<file path="config.mk">
export PLATFORM = sky130hd
export DESIGN_NAME = morse_key_timing_decoder_top_flat
export DESIGN_NICKNAME = d
export VERILOG_FILES = /design/src/mktd_pkg.sv /design/src/mktd_if.sv /design/src/mktd_core.sv /design/src/mktd_res_fifo.sv /design/src/morse_key_timing_decoder_top.sv /design/src/flat_wrapper.sv
export SDC_FILE = /design/constraint.sdc
export NUM_CORES = 1
export LEC_CHECK = 0
export ABC_AREA = 1
export BUFFER_PORTS_ARGS = -buffer_cell sky130_fd_sc_hd__buf_2
export CORE_AREA = 2 2 124 126
export DETAILED_ROUTE_END_ITERATION = 16
export DIE_AREA = 0 0 126 128
export PLACE_DENSITY = 0.86
export SYNTH_ARGS = -nofsm -noshare
export SYNTH_HDL_FRONTEND = slang
export SYNTH_SLANG_ARGS = --single-unit
</file>
<file path="constraint.sdc">
create_clock -name clk -period 6.03 [get_ports clk]
set_clock_uncertainty 0.05 [all_clocks]
set_input_delay 0.9045 -clock clk [delete_from_list [all_inputs] [get_ports clk]]
set_output_delay 0.9045 -clock clk [all_outputs]
set_load 0.1 [all_outputs]
</file>
<file path="src/mktd_pkg.sv">
// Shared types, constants and the Morse code table of the key timing decoder.
package mktd_pkg;

    // Field widths
    localparam int DUR_W  = 16;
    localparam int CHAR_W = 7;
    localparam int DOT_W  = 12;
    localparam int THR_W  = DOT_W + 6;

    // Parameter defaults
    localparam int MAX_CODE_LEN_DEF  = 7;
    localparam int DURATION_BITS_DEF = 16;

    // Register reset value
    localparam logic [DOT_W-1:0] DOT_UNIT_RESET = 12'd200;

    // Operation codes
    localparam logic OP_MARK = 1'b0;
    localparam logic OP_GAP  = 1'b1;

    // Character codes
    localparam logic [CHAR_W-1:0] CHAR_NONE    = 7'd0;
    localparam logic [CHAR_W-1:0] CHAR_SPACE   = 7'd32;
    localparam logic [CHAR_W-1:0] CHAR_ILLEGAL = 7'd35;

    // Code table geometry: index is a leading one followed by the symbols
    localparam int ROM_IW      = 8;
    localparam int ROM_DEPTH   = 1 << ROM_IW;
    localparam int ROM_MAX_LEN = ROM_IW - 1;
    localparam logic [7:0] ROM_EMPTY  = 8'h00;
    localparam logic [7:0] ROM_PREFIX = 8'h80;

    // Result queue depth (power of two)
    localparam int RES_FIFO_DEPTH = 4;

    typedef logic [7:0] rom_t [ROM_DEPTH];

    typedef struct packed {
        logic [CHAR_W-1:0] character;
        logic              has_char;
        logic              message_end;
    } res_t;

    typedef struct packed {
        logic [1:0] num;
        res_t       first;
        res_t       second;
    } res_bundle_t;

    // Table seeds: {index, ASCII}, dash = 1, first symbol highest
    localparam int NUM_SEEDS = 53;
    localparam logic [ROM_IW+CHAR_W-1:0] SEEDS [NUM_SEEDS] = '{
        {8'd5,   7'd65}, {8'd24,  7'd66}, {8'd26,  7'd67}, {8'd12,  7'd68},
        {8'd2,   7'd69}, {8'd18,  7'd70}, {8'd14,  7'd71}, {8'd16,  7'd72},
        {8'd4,   7'd73}, {8'd23,  7'd74}, {8'd13,  7'd75}, {8'd20,  7'd76},
        {8'd7,   7'd77}, {8'd6,   7'd78}, {8'd15,  7'd79}, {8'd22,  7'd80},
        {8'd29,  7'd81}, {8'd10,  7'd82}, {8'd8,   7'd83}, {8'd3,   7'd84},
        {8'd9,   7'd85}, {8'd17,  7'd86}, {8'd11,  7'd87}, {8'd25,  7'd88},
        {8'd27,  7'd89}, {8'd28,  7'd90}, {8'd63,  7'd48}, {8'd47,  7'd49},
        {8'd39,  7'd50}, {8'd35,  7'd51}, {8'd33,  7'd52}, {8'd32,  7'd53},
        {8'd48,  7'd54}, {8'd56,  7'd55}, {8'd60,  7'd56}, {8'd62,  7'd57},
        {8'd76,  7'd63}, {8'd107, 7'd33}, {8'd85,  7'd46}, {8'd115, 7'd44},
        {8'd120, 7'd58}, {8'd97,  7'd45}, {8'd50,  7'd47}, {8'd49,  7'd61},
        {8'd94,  7'd39}, {8'd54,  7'd40}, {8'd109, 7'd41}, {8'd82,  7'd34},
        {8'd90,  7'd64}, {8'd137, 7'd36}, {8'd40,  7'd38}, {8'd106, 7'd59},
        {8'd77,  7'd95}
    };

    // Build the table: characters at their codes, prefix marks on the path
    function automatic rom_t build_rom();
        rom_t              rom;
        logic [ROM_IW-1:0] idx;
        logic [ROM_IW-1:0] anc;
        for (int i = 0; i < ROM_DEPTH; i++) begin
            rom[i] = ROM_EMPTY;
        end
        for (int s = 0; s < NUM_SEEDS; s++) begin
            idx = SEEDS[s][ROM_IW+CHAR_W-1:CHAR_W];
            for (int k = 1; k < ROM_IW; k++) begin
                anc = idx >> k;
                if (anc > ROM_IW'(1)) begin
                    rom[anc] = ROM_PREFIX;
                end
            end
        end
        for (int s = 0; s < NUM_SEEDS; s++) begin
            rom[SEEDS[s][ROM_IW+CHAR_W-1:CHAR_W]] = {1'b0, SEEDS[s][CHAR_W-1:0]};
        end
        return rom;
    endfunction

    localparam rom_t CODE_ROM = build_rom();

endpackage

</file>
<file path="src/mktd_if.sv">
// Channel interfaces of the key timing decoder: key events, text results, setup.

interface mktd_item_if;
    import mktd_pkg::*;
    logic             valid;
    logic             ready;
    logic             operation;
    logic [DUR_W-1:0] duration_ms;

    modport source (output valid, output operation, output duration_ms, input ready);
    modport sink   (input valid, input operation, input duration_ms, output ready);
endinterface

interface mktd_result_if;
    import mktd_pkg::*;
    logic              valid;
    logic              ready;
    logic [CHAR_W-1:0] character;
    logic              has_char;
    logic              message_end;

    modport source (output valid, output character, output has_char, output message_end,
                     input ready);
    modport sink   (input valid, input character, input has_char, input message_end,
                     output ready);
endinterface

interface mktd_cfg_if;
    import mktd_pkg::*;
    logic             valid;
    logic             ready;
    logic [DOT_W-1:0] dot_unit_ms;

    modport source (output valid, output dot_unit_ms, input ready);
    modport sink   (input valid, input dot_unit_ms, output ready);
endinterface

</file>
<file path="src/mktd_core.sv">
// Letter state and single-pass event classification with code table lookup.
module mktd_core #(
    parameter int MAX_CODE_LEN  = mktd_pkg::MAX_CODE_LEN_DEF,
    parameter int DURATION_BITS = mktd_pkg::DURATION_BITS_DEF
) (
    input  logic                         clk,
    input  logic                         rst_n,
    input  logic                         fire,
    input  logic                         operation,
    input  logic [mktd_pkg::DUR_W-1:0]   duration_ms,
    input  logic [mktd_pkg::DOT_W-1:0]   dot_unit_ms,
    output mktd_pkg::res_bundle_t        res
);
    import mktd_pkg::*;

    localparam int CW = $clog2(MAX_CODE_LEN + 2);
    localparam logic [DUR_W-1:0] DMAX = (DURATION_BITS >= DUR_W) ? {DUR_W{1'b1}}
                                        : DUR_W'((1 << DURATION_BITS) - 1);

    logic [MAX_CODE_LEN-1:0] pattern_reg, pattern_next;
    logic [CW-1:0]           count_reg, count_next;
    logic                    in_msg_reg, in_msg_next;

    logic [DOT_W-1:0]  unit;
    logic [THR_W-1:0]  t_ext, t2, t5, t7, t21;
    logic [DUR_W-1:0]  dur_sat;
    logic [THR_W-1:0]  d_ext, d2;
    logic [ROM_IW-1:0] rom_idx;
    logic [ROM_IW-1:0] rom_mask;
    logic [7:0]        rom_entry;
    logic [CHAR_W-1:0] letter_char;
    logic              letter_has;
    logic              symbol_bit;
    res_t              letter_res;

    // Thresholds from the dot unit, zero treated as one
    always_comb
    begin
        unit  = (dot_unit_ms == '0) ? DOT_W'(1) : dot_unit_ms;
        t_ext = THR_W'(unit);
        t2    = t_ext << 1;
        t5    = (t_ext << 2) + t_ext;
        t7    = (t_ext << 3) - t_ext;
        t21   = (t_ext << 4) + (t_ext << 2) + t_ext;
        dur_sat = (duration_ms > DMAX) ? DMAX : duration_ms;
        d_ext = THR_W'(dur_sat);
        d2    = d_ext << 1;
    end

    // Look up the pending letter
    always_comb
    begin
        rom_mask  = (ROM_IW'(1) << count_reg) - ROM_IW'(1);
        rom_idx   = (ROM_IW'(1) << count_reg) | (ROM_IW'(pattern_reg) & rom_mask);
        rom_entry = CODE_ROM[rom_idx];
        letter_has  = 1'b0;
        letter_char = CHAR_NONE;
        if (count_reg == '0) begin
            letter_has = 1'b0;
        end else if (count_reg > CW'(MAX_CODE_LEN) || count_reg > CW'(ROM_MAX_LEN)) begin
            letter_has  = 1'b1;
            letter_char = CHAR_ILLEGAL;
        end else if (rom_entry == ROM_EMPTY) begin
            letter_has  = 1'b1;
            letter_char = CHAR_ILLEGAL;
        end else if (rom_entry != ROM_PREFIX) begin
            letter_has  = 1'b1;
            letter_char = rom_entry[CHAR_W-1:0];
        end
        letter_res.character   = letter_char;
        letter_res.has_char    = letter_has;
        letter_res.message_end = 1'b0;
    end

    // Classify the event, advance the letter, emit up to two results
    always_comb
    begin
        pattern_next = pattern_reg;
        count_next   = count_reg;
        in_msg_next  = in_msg_reg;
        symbol_bit   = 1'b0;
        res          = '0;
        if (fire) begin
            case (operation)
                OP_MARK:
                begin
                    if (d_ext < t5) begin
                        symbol_bit  = (d_ext >= t2);
                        in_msg_next = 1'b1;
                        if (count_reg < CW'(MAX_CODE_LEN + 1)) begin
                            pattern_next = {pattern_reg[MAX_CODE_LEN-2:0], symbol_bit};
                            count_next   = count_reg + CW'(1);
                        end
                    end else begin
                        pattern_next = '0;
                        count_next   = '0;
                        in_msg_next  = 1'b0;
                        res.num      = 2'd1;
                        res.first    = letter_res;
                        res.first.message_end = 1'b1;
                    end
                end
                OP_GAP:
                begin
                    if (in_msg_reg && d2 >= t5) begin
                        pattern_next = '0;
                        count_next   = '0;
                        if (d_ext < t7) begin
                            res.num   = letter_has ? 2'd1 : 2'd0;
                            res.first = letter_res;
                        end else if (d_ext < t21) begin
                            if (letter_has) begin
                                res.num    = 2'd2;
                                res.first  = letter_res;
                                res.second = '{character: CHAR_SPACE, has_char: 1'b1,
                                               message_end: 1'b0};
                            end else begin
                                res.num   = 2'd1;
                                res.first = '{character: CHAR_SPACE, has_char: 1'b1,
                                              message_end: 1'b0};
                            end
                        end else begin
                            in_msg_next = 1'b0;
                            res.num     = 2'd1;
                            res.first   = letter_res;
                            res.first.message_end = 1'b1;
                        end
                    end
                end
                default:
                begin
                    res = '0;
                end
            endcase
        end
    end

    // Hold the letter and message state
    always_ff @(posedge clk or negedge rst_n)
    begin
        if (!rst_n) begin
            pattern_reg <= '0;
            count_reg   <= '0;
            in_msg_reg  <= 1'b0;
        end else begin
            pattern_reg <= pattern_next;
            count_reg   <= count_next;
            in_msg_reg  <= in_msg_next;
        end
    end

endmodule

</file>
<file path="src/mktd_res_fifo.sv">
// Result queue taking up to two results per cycle and giving one per cycle while popped.
module mktd_res_fifo (
    input  logic                  clk,
    input  logic                  rst_n,
    input  mktd_pkg::res_bundle_t push,
    input  logic                  pop,
    output logic                  room,
    output logic                  not_empty,
    output mktd_pkg::res_t        head
);
    import mktd_pkg::*;

    localparam int PW  = $clog2(RES_FIFO_DEPTH);
    localparam int CNW = $clog2(RES_FIFO_DEPTH + 1);

    res_t           mem_reg [RES_FIFO_DEPTH];
    logic [PW-1:0]  wr_ptr_reg, wr_ptr_next;
    logic [PW-1:0]  rd_ptr_reg, rd_ptr_next;
    logic [CNW-1:0] count_reg, count_next;
    logic           pop_ok;

    assign not_empty = (count_reg != '0);
    assign room      = (count_reg <= CNW'(RES_FIFO_DEPTH - 2));
    assign head      = mem_reg[rd_ptr_reg];
    assign pop_ok    = pop && not_empty;

    // Advance pointers and occupancy
    always_comb
    begin
        wr_ptr_next = wr_ptr_reg + PW'(push.num);
        rd_ptr_next = rd_ptr_reg + PW'(pop_ok);
        count_next  = count_reg + CNW'(push.num) - CNW'(pop_ok);
    end

    always_ff @(posedge clk or negedge rst_n)
    begin
        if (!rst_n) begin
            wr_ptr_reg <= '0;
            rd_ptr_reg <= '0;
            count_reg  <= '0;
        end else begin
            wr_ptr_reg <= wr_ptr_next;
            rd_ptr_reg <= rd_ptr_next;
            count_reg  <= count_next;
        end
    end

    // Store the pushed results in order
    always_ff @(posedge clk)
    begin
        if (push.num != 2'd0) begin
            mem_reg[wr_ptr_reg] <= push.first;
        end
        if (push.num == 2'd2) begin
            mem_reg[wr_ptr_reg + PW'(1)] <= push.second;
        end
    end

endmodule

</file>
<file path="src/morse_key_timing_decoder_top.sv">
// Morse key timing decoder: key mark/gap durations in, decoded text stream out.
// A key event is held in the input register, then decoded into the result queue.
// Throughput: one key event per cycle while the queue has room; a letter and space
// from one event take two of its four entries, drained one per cycle when ready.
// Reset clears letter state, message flag and queue, and sets the dot unit to 200.
module morse_key_timing_decoder_top #(
    parameter int MAX_CODE_LEN  = mktd_pkg::MAX_CODE_LEN_DEF,
    parameter int DURATION_BITS = mktd_pkg::DURATION_BITS_DEF
) (
    input  logic                 clk,
    input  logic                 rst_n,
    mktd_cfg_if.sink             cfg,
    mktd_item_if.sink            item,
    mktd_result_if.source        result
);
    import mktd_pkg::*;

    logic [DOT_W-1:0] dot_reg, dot_next;
    logic             s1_valid_reg, s1_valid_next;
    logic             s1_op_reg;
    logic [DUR_W-1:0] s1_dur_reg;
    logic             s1_fire;
    logic             fifo_room;
    logic             fifo_not_empty;
    res_t             fifo_head;
    res_bundle_t      core_res;
    logic             item_accept;

    // Setup register: always ready
    assign cfg.ready = 1'b1;
    assign dot_next  = (cfg.valid) ? cfg.dot_unit_ms : dot_reg;

    always_ff @(posedge clk or negedge rst_n)
    begin
        if (!rst_n) begin
            dot_reg <= DOT_UNIT_RESET;
        end else begin
            dot_reg <= dot_next;
        end
    end

    // Input register: refill as the held request moves on
    assign s1_fire     = s1_valid_reg && fifo_room;
    assign item.ready  = !s1_valid_reg || s1_fire;
    assign item_accept = item.valid && item.ready;

    always_comb
    begin
        s1_valid_next = s1_valid_reg;
        if (item_accept) begin
            s1_valid_next = 1'b1;
        end else if (s1_fire) begin
            s1_valid_next = 1'b0;
        end
    end

    always_ff @(posedge clk or negedge rst_n)
    begin
        if (!rst_n) begin
            s1_valid_reg <= 1'b0;
        end else begin
            s1_valid_reg <= s1_valid_next;
        end
    end

    always_ff @(posedge clk)
    begin
        if (item_accept) begin
            s1_op_reg  <= item.operation;
            s1_dur_reg <= item.duration_ms;
        end
    end

    // Decode the held event
    mktd_core #(
        .MAX_CODE_LEN  (MAX_CODE_LEN),
        .DURATION_BITS (DURATION_BITS)
    ) u_core (
        .clk         (clk),
        .rst_n       (rst_n),
        .fire        (s1_fire),
        .operation   (s1_op_reg),
        .duration_ms (s1_dur_reg),
        .dot_unit_ms (dot_reg),
        .res         (core_res)
    );

    // Queue results toward the output
    mktd_res_fifo u_fifo (
        .clk       (clk),
        .rst_n     (rst_n),
        .push      (core_res),
        .pop       (result.ready),
        .room      (fifo_room),
        .not_empty (fifo_not_empty),
        .head      (fifo_head)
    );

    assign result.valid       = fifo_not_empty;
    assign result.character   = fifo_head.character;
    assign result.has_char    = fifo_head.has_char;
    assign result.message_end = fifo_head.message_end;

endmodule

</file>
<file path="src/flat_wrapper.sv">
// flat-port wrapper written by rule: the top's interface ports become plain ports
module morse_key_timing_decoder_top_flat import mktd_pkg::*;
#(
    parameter int MAX_CODE_LEN  = mktd_pkg::MAX_CODE_LEN_DEF,
    parameter int DURATION_BITS = mktd_pkg::DURATION_BITS_DEF
)
  (clk, rst_n, cfg_valid, cfg_dot_unit_ms, cfg_ready, item_valid, item_operation, item_duration_ms, item_ready, result_valid, result_character, result_has_char, result_message_end, result_ready);
  mktd_cfg_if cfg_i ();
  mktd_item_if item_i ();
  mktd_result_if result_i ();
  input  logic clk;
  input  logic rst_n;
  input wire logic [$bits(cfg_i.valid)-1:0] cfg_valid;
  input wire logic [$bits(cfg_i.dot_unit_ms)-1:0] cfg_dot_unit_ms;
  output wire logic [$bits(cfg_i.ready)-1:0] cfg_ready;
  input wire logic [$bits(item_i.valid)-1:0] item_valid;
  input wire logic [$bits(item_i.operation)-1:0] item_operation;
  input wire logic [$bits(item_i.duration_ms)-1:0] item_duration_ms;
  output wire logic [$bits(item_i.ready)-1:0] item_ready;
  output wire logic [$bits(result_i.valid)-1:0] result_valid;
  output wire logic [$bits(result_i.character)-1:0] result_character;
  output wire logic [$bits(result_i.has_char)-1:0] result_has_char;
  output wire logic [$bits(result_i.message_end)-1:0] result_message_end;
  input wire logic [$bits(result_i.ready)-1:0] result_ready;
  assign cfg_i.valid = cfg_valid;
  assign cfg_i.dot_unit_ms = cfg_dot_unit_ms;
  assign cfg_ready = cfg_i.ready;
  assign item_i.valid = item_valid;
  assign item_i.operation = item_operation;
  assign item_i.duration_ms = item_duration_ms;
  assign item_ready = item_i.ready;
  assign result_valid = result_i.valid;
  assign result_character = result_i.character;
  assign result_has_char = result_i.has_char;
  assign result_message_end = result_i.message_end;
  assign result_i.ready = result_ready;
  morse_key_timing_decoder_top #(.MAX_CODE_LEN(MAX_CODE_LEN), .DURATION_BITS(DURATION_BITS)) u_core (.clk(clk), .rst_n(rst_n), .cfg(cfg_i), .item(item_i), .result(result_i));
endmodule
</file>
==> results <==
- The run finished with clean final reports.
- The clock slew seen by the registers of the worst setup and hold paths is ~70 ps.
- The xor-xnor portion of the synthesized cell area is under 10%.
- The post-layout instance count excluding filler cells is about 1400.
- The top cell type by area accounts for between 15 and 20% of the synthesized area.
- Following the worst setup path forward leads to its endpoint at u_core.u_fifo.count_reg[2].
- The root cell of the clock tree is clkbuf_16.
- Setup slack on the worst reg-to-reg path comes out at about 31 ps.
- The simple-gate area share of the yosys netlist is approximately a quarter.
- After synthesis, the cell types taking the most area are ha_1, nand2_1, edfxtp_1.
- Before CTS, the worst setup slack after placement is -161 ps.
- The number of buffers inserted for hold repair after clock tree synthesis is 0.
- Counting the buffers created by CTS gives 9.
- The part of the cycle the worst path needs is between 90% and 100%.
- The first-pass GRT wire length is 37300 µm.
- Setup slack on the critical path of the routed design comes to 30.6 ps.
- Setup repair after global routing could not meet its margin everywhere.
- After detailed placement, the design holds a cell count of roughly 1400.
- The final-report hold violation count is 0.
- STA puts the critical path data required time at a little over 6000 ps.
- In this run, synthesis inferred 25 flip-flops with an integrated enable.
- The critical path endpoint category is a flip-flop.
- The startpoint of the most critical register-to-register path is u_core.dot_reg[8].
- The post-synth net total is ~1300.
- The proportion of layout cells with a drive suffix above 1 is about 14%.
- Based on the critical path, the design can be clocked at up to 0.167 GHz.
- The dominant cell type by area after synthesis is ha_1.
- Across every metal layer, demand over resource in global routing totals between 20 and 30%.
- The worst setup path is launched from a flip-flop.
- The maximum clock insertion buffer count is 2.
- The average instance in the mapped netlist occupies just over 7 µm².
- The largest fanout on the critical path is 4.
- The category of the critical setup timing path is reg2reg.
- The number of cells traversed by the worst register-to-register path is 37.
- The adder-cell share of the synthesized area is between 20% and 30%.
- The async set-or-reset flop fraction in the synthesized netlist is 37.6%.
- The number of flip-flops under the largest register name is 36.
- After routing the design area is approximately 9300 µm².
- The worst pin sits at a relative slew slack of between 20% and 30%.
- In this run the vertical extent of the chip is 128 µm.
- The first routing iteration left a little under 900 violations.
- The total DRC errors in the routed layout is 0.
- Across all hold checks on the routed design, the worst slack comes to ~430 ps.
- The floorplan step defined a die boundary enclosing ~16000 µm².
- The compound-gate portion of the synthesized area is 14.4%.
- The maximum level of the CTS H-tree is 3.
- The power consumption is slightly above 0.004 W.
- The via count of the first global-routing pass is approximately 8000.
- Summed over all layers, the global routing overflow is 0.
- The clock reaches the later pin of the worst-skew pair after 350 ps.
- The die is 126 µm wide.
- Detailed routing inserted a total of about 8200 vias.
- The library cell used most frequently in the layout, excluding fill and tap cells, is nand2_1.
- The count of unique library cells instantiated by Yosys is between 50 and 60.
- The number of standard cells after synthesis is 1165.
- In this run the static leakage power is approximately 4.8 nW.
- Once detailed placement completed, the half-perimeter wirelength came to about 16000 µm.
- 0 antenna diodes ended up in the layout.
- Once the floorplan was initialized, standard cells occupied roughly 56% of the core.
- The core area is between 10000 and 15000 µm².
- TritonCTS built the clock tree.
- In this run the worst setup path begins at u_core.dot_reg[8].
- For this run, the detailed router's first-pass iteration total came to 6.
- The Yosys step of the flow raised 0 warnings.
- In the layout the commonest cells are nand2_1, inv_1, nor2_1.
- The area added between synthesis and finish is 12.0%.
- Summing all flip-flop and latch instances after layout gives approximately 2100 µm².
- Buffers placed on the I/O ports in this run total 44.
- The transition at the pin with the smallest max-transition slack is between 1000 and 1500 ps.
- The commonest register cell after synthesis is dfrtp_1.
- Setup violations remaining at the end of the flow were counted as 0.
- By area, the combinational part of the netlist is dominated by simple AND/OR/NAND/NOR gates.
- The global placement routability congestion is just under 1.
- The slowest stage of the critical path belongs to the cell fa_1.
- The number of synthesized register bits is 85.
- The final-stage net count is ~1400.
- IR analysis of the VDD net gives a maximum drop of approximately 0.00032 V.
- The worst hold path belongs to the class reg2reg.
- The share of cell area taken by muxes after synthesis is 0%.
- The number of antenna violations at the first check in global routing is 0.
- Power spread over the standard cell area amounts to ~450 nW/µm².
- At the worst endpoint, the arrival time is between 6000 and 7000 ps.
- The multi-input combinational cells in the finished layout cover a total of ~5600 µm².
- The worst register-to-register path ends at u_core.u_fifo.count_reg[2].
- Max-cap violations in this run came to 0.
- Entering global routing, the biggest net connects 40 pins.
- The cell area after synthesis is approximately 8300 µm².
- The floorplan has 45 rows.
- Sequential cells were found to cover 25.4% of the synthesized design area.
- The per-cell via count in the routed design is 5.80.
- For this run, the slowest stage of the critical path takes 480 ps.
- The wire length reported by the detailed router is 22700 µm.
- The layout filler cell count is 1266.
- The clock sink total is 85.
- Dividing the detail-routed wire length by the instance count gives 16.0 µm.
- The post-detailed-placement cell area is 8840 µm².
- between 40 and 50 I/O pins were placed.
- The number of antenna-violating nets in the routed design is 0.
- The routed design could run at a clock period as short as between 5000 and 6000 ps.
- The final number of max-transition violations is 0.
==> layer usage <==
metal / wire length, µm / up-vias / GRT usage, %
li1: - / 4003 / -
met1: 9630 / 3723 / 35.8
met2: 10400 / 418 / 46.4
met3: 1870 / 95 / 5.34
met4: 863 / 0 / 12.7
met5: 0 / - / 0
==> worst max-delay path: cells and delay by family (launching register included) <==
kind / cells / cell delay (ps)
simple gates: 15 / 1810
fa+ha+maj: 6 / 1760
compound gates: 9 / 1200
xor+xnor: 3 / 460
flops: 1 / 390
buf+inv: 4 / 190
==> synthesized netlist by cell type, types with 5 or more instances <==
cell,instances
a21oi_1,94
and2_1,5
buf_4,9
clkbuf_1,20
dfrtp_1,29
dfxtp_1,28
edfxtp_1,25
fa_1,12
ha_1,116
inv_1,135
inv_2,7
nand2_1,233
nand2_2,10
nand3_1,98
nand4_1,14
nor2_1,125
nor2_2,5
nor3_1,11
o211ai_1,5
o21ai_0,63
o21ai_1,10
o21bai_1,8
o22ai_1,15
xnor2_1,11
xor2_1,28
==> what timing repair did <==
action                                  CTS  global route
resized for setup                        22            16
buffers inserted                          8             4
pin swaps                                28            30
endpoints found under the setup margin    2            55
==> power by group <==
group          leakage (nW)  switching [W]  internal [W]
clock                 0.139       0.000253      0.000285
combinational          3.84        0.00181      0.000859
sequential            0.869       0.000162      0.000794
==> final cells by class <==
type	count	share of cell area (%)
Clock inverter	6	0.510
Clock buffer	10	2.46
Tap cell	188	2.53
Multi-Input combinational cell	898	59.8
Sequential cell	85	22.7
Inverter	145	5.87
Timing Repair Buffer	89	6.12
==> cells by family after synthesis <==
group	after synthesis
buffers and inverters	182
AND/OR/NAND/NOR	514
other	1
flip-flops	85
adder cells (fa/ha/maj)	128
XOR/XNOR	39
AO/OA/AOI/OAI	216
==> worst min-delay path by stage <==
stage          slack (ps)  cells past startpoint                          end                        start
2_1_floorplan         400                      2  u_core.u_fifo.mem_reg[1][5]  u_core.u_fifo.mem_reg[1][5]
3_3_place_gp          400                      2  u_core.u_fifo.mem_reg[1][4]  u_core.u_fifo.mem_reg[1][4]
3_5_place_dp          410                      2  u_core.u_fifo.mem_reg[1][4]  u_core.u_fifo.mem_reg[1][4]
4_1_cts               430                      2  u_core.u_fifo.mem_reg[1][4]  u_core.u_fifo.mem_reg[1][4]
5_1_grt               450                      2  u_core.u_fifo.mem_reg[2][4]  u_core.u_fifo.mem_reg[2][4]
6_report              430                      2  u_core.u_fifo.mem_reg[2][8]  u_core.u_fifo.mem_reg[2][8]
==> per-stage QoR <==
step	setup TNS, ps	util (%)
3_3_place_gp	0	59.5
6_report	0	62.7
2_1_floorplan	0	-
4_1_cts	0	62.2
3_5_place_dp	-161	59.5
5_1_grt	-414	62.7
(Power assumes the default switching activity.)
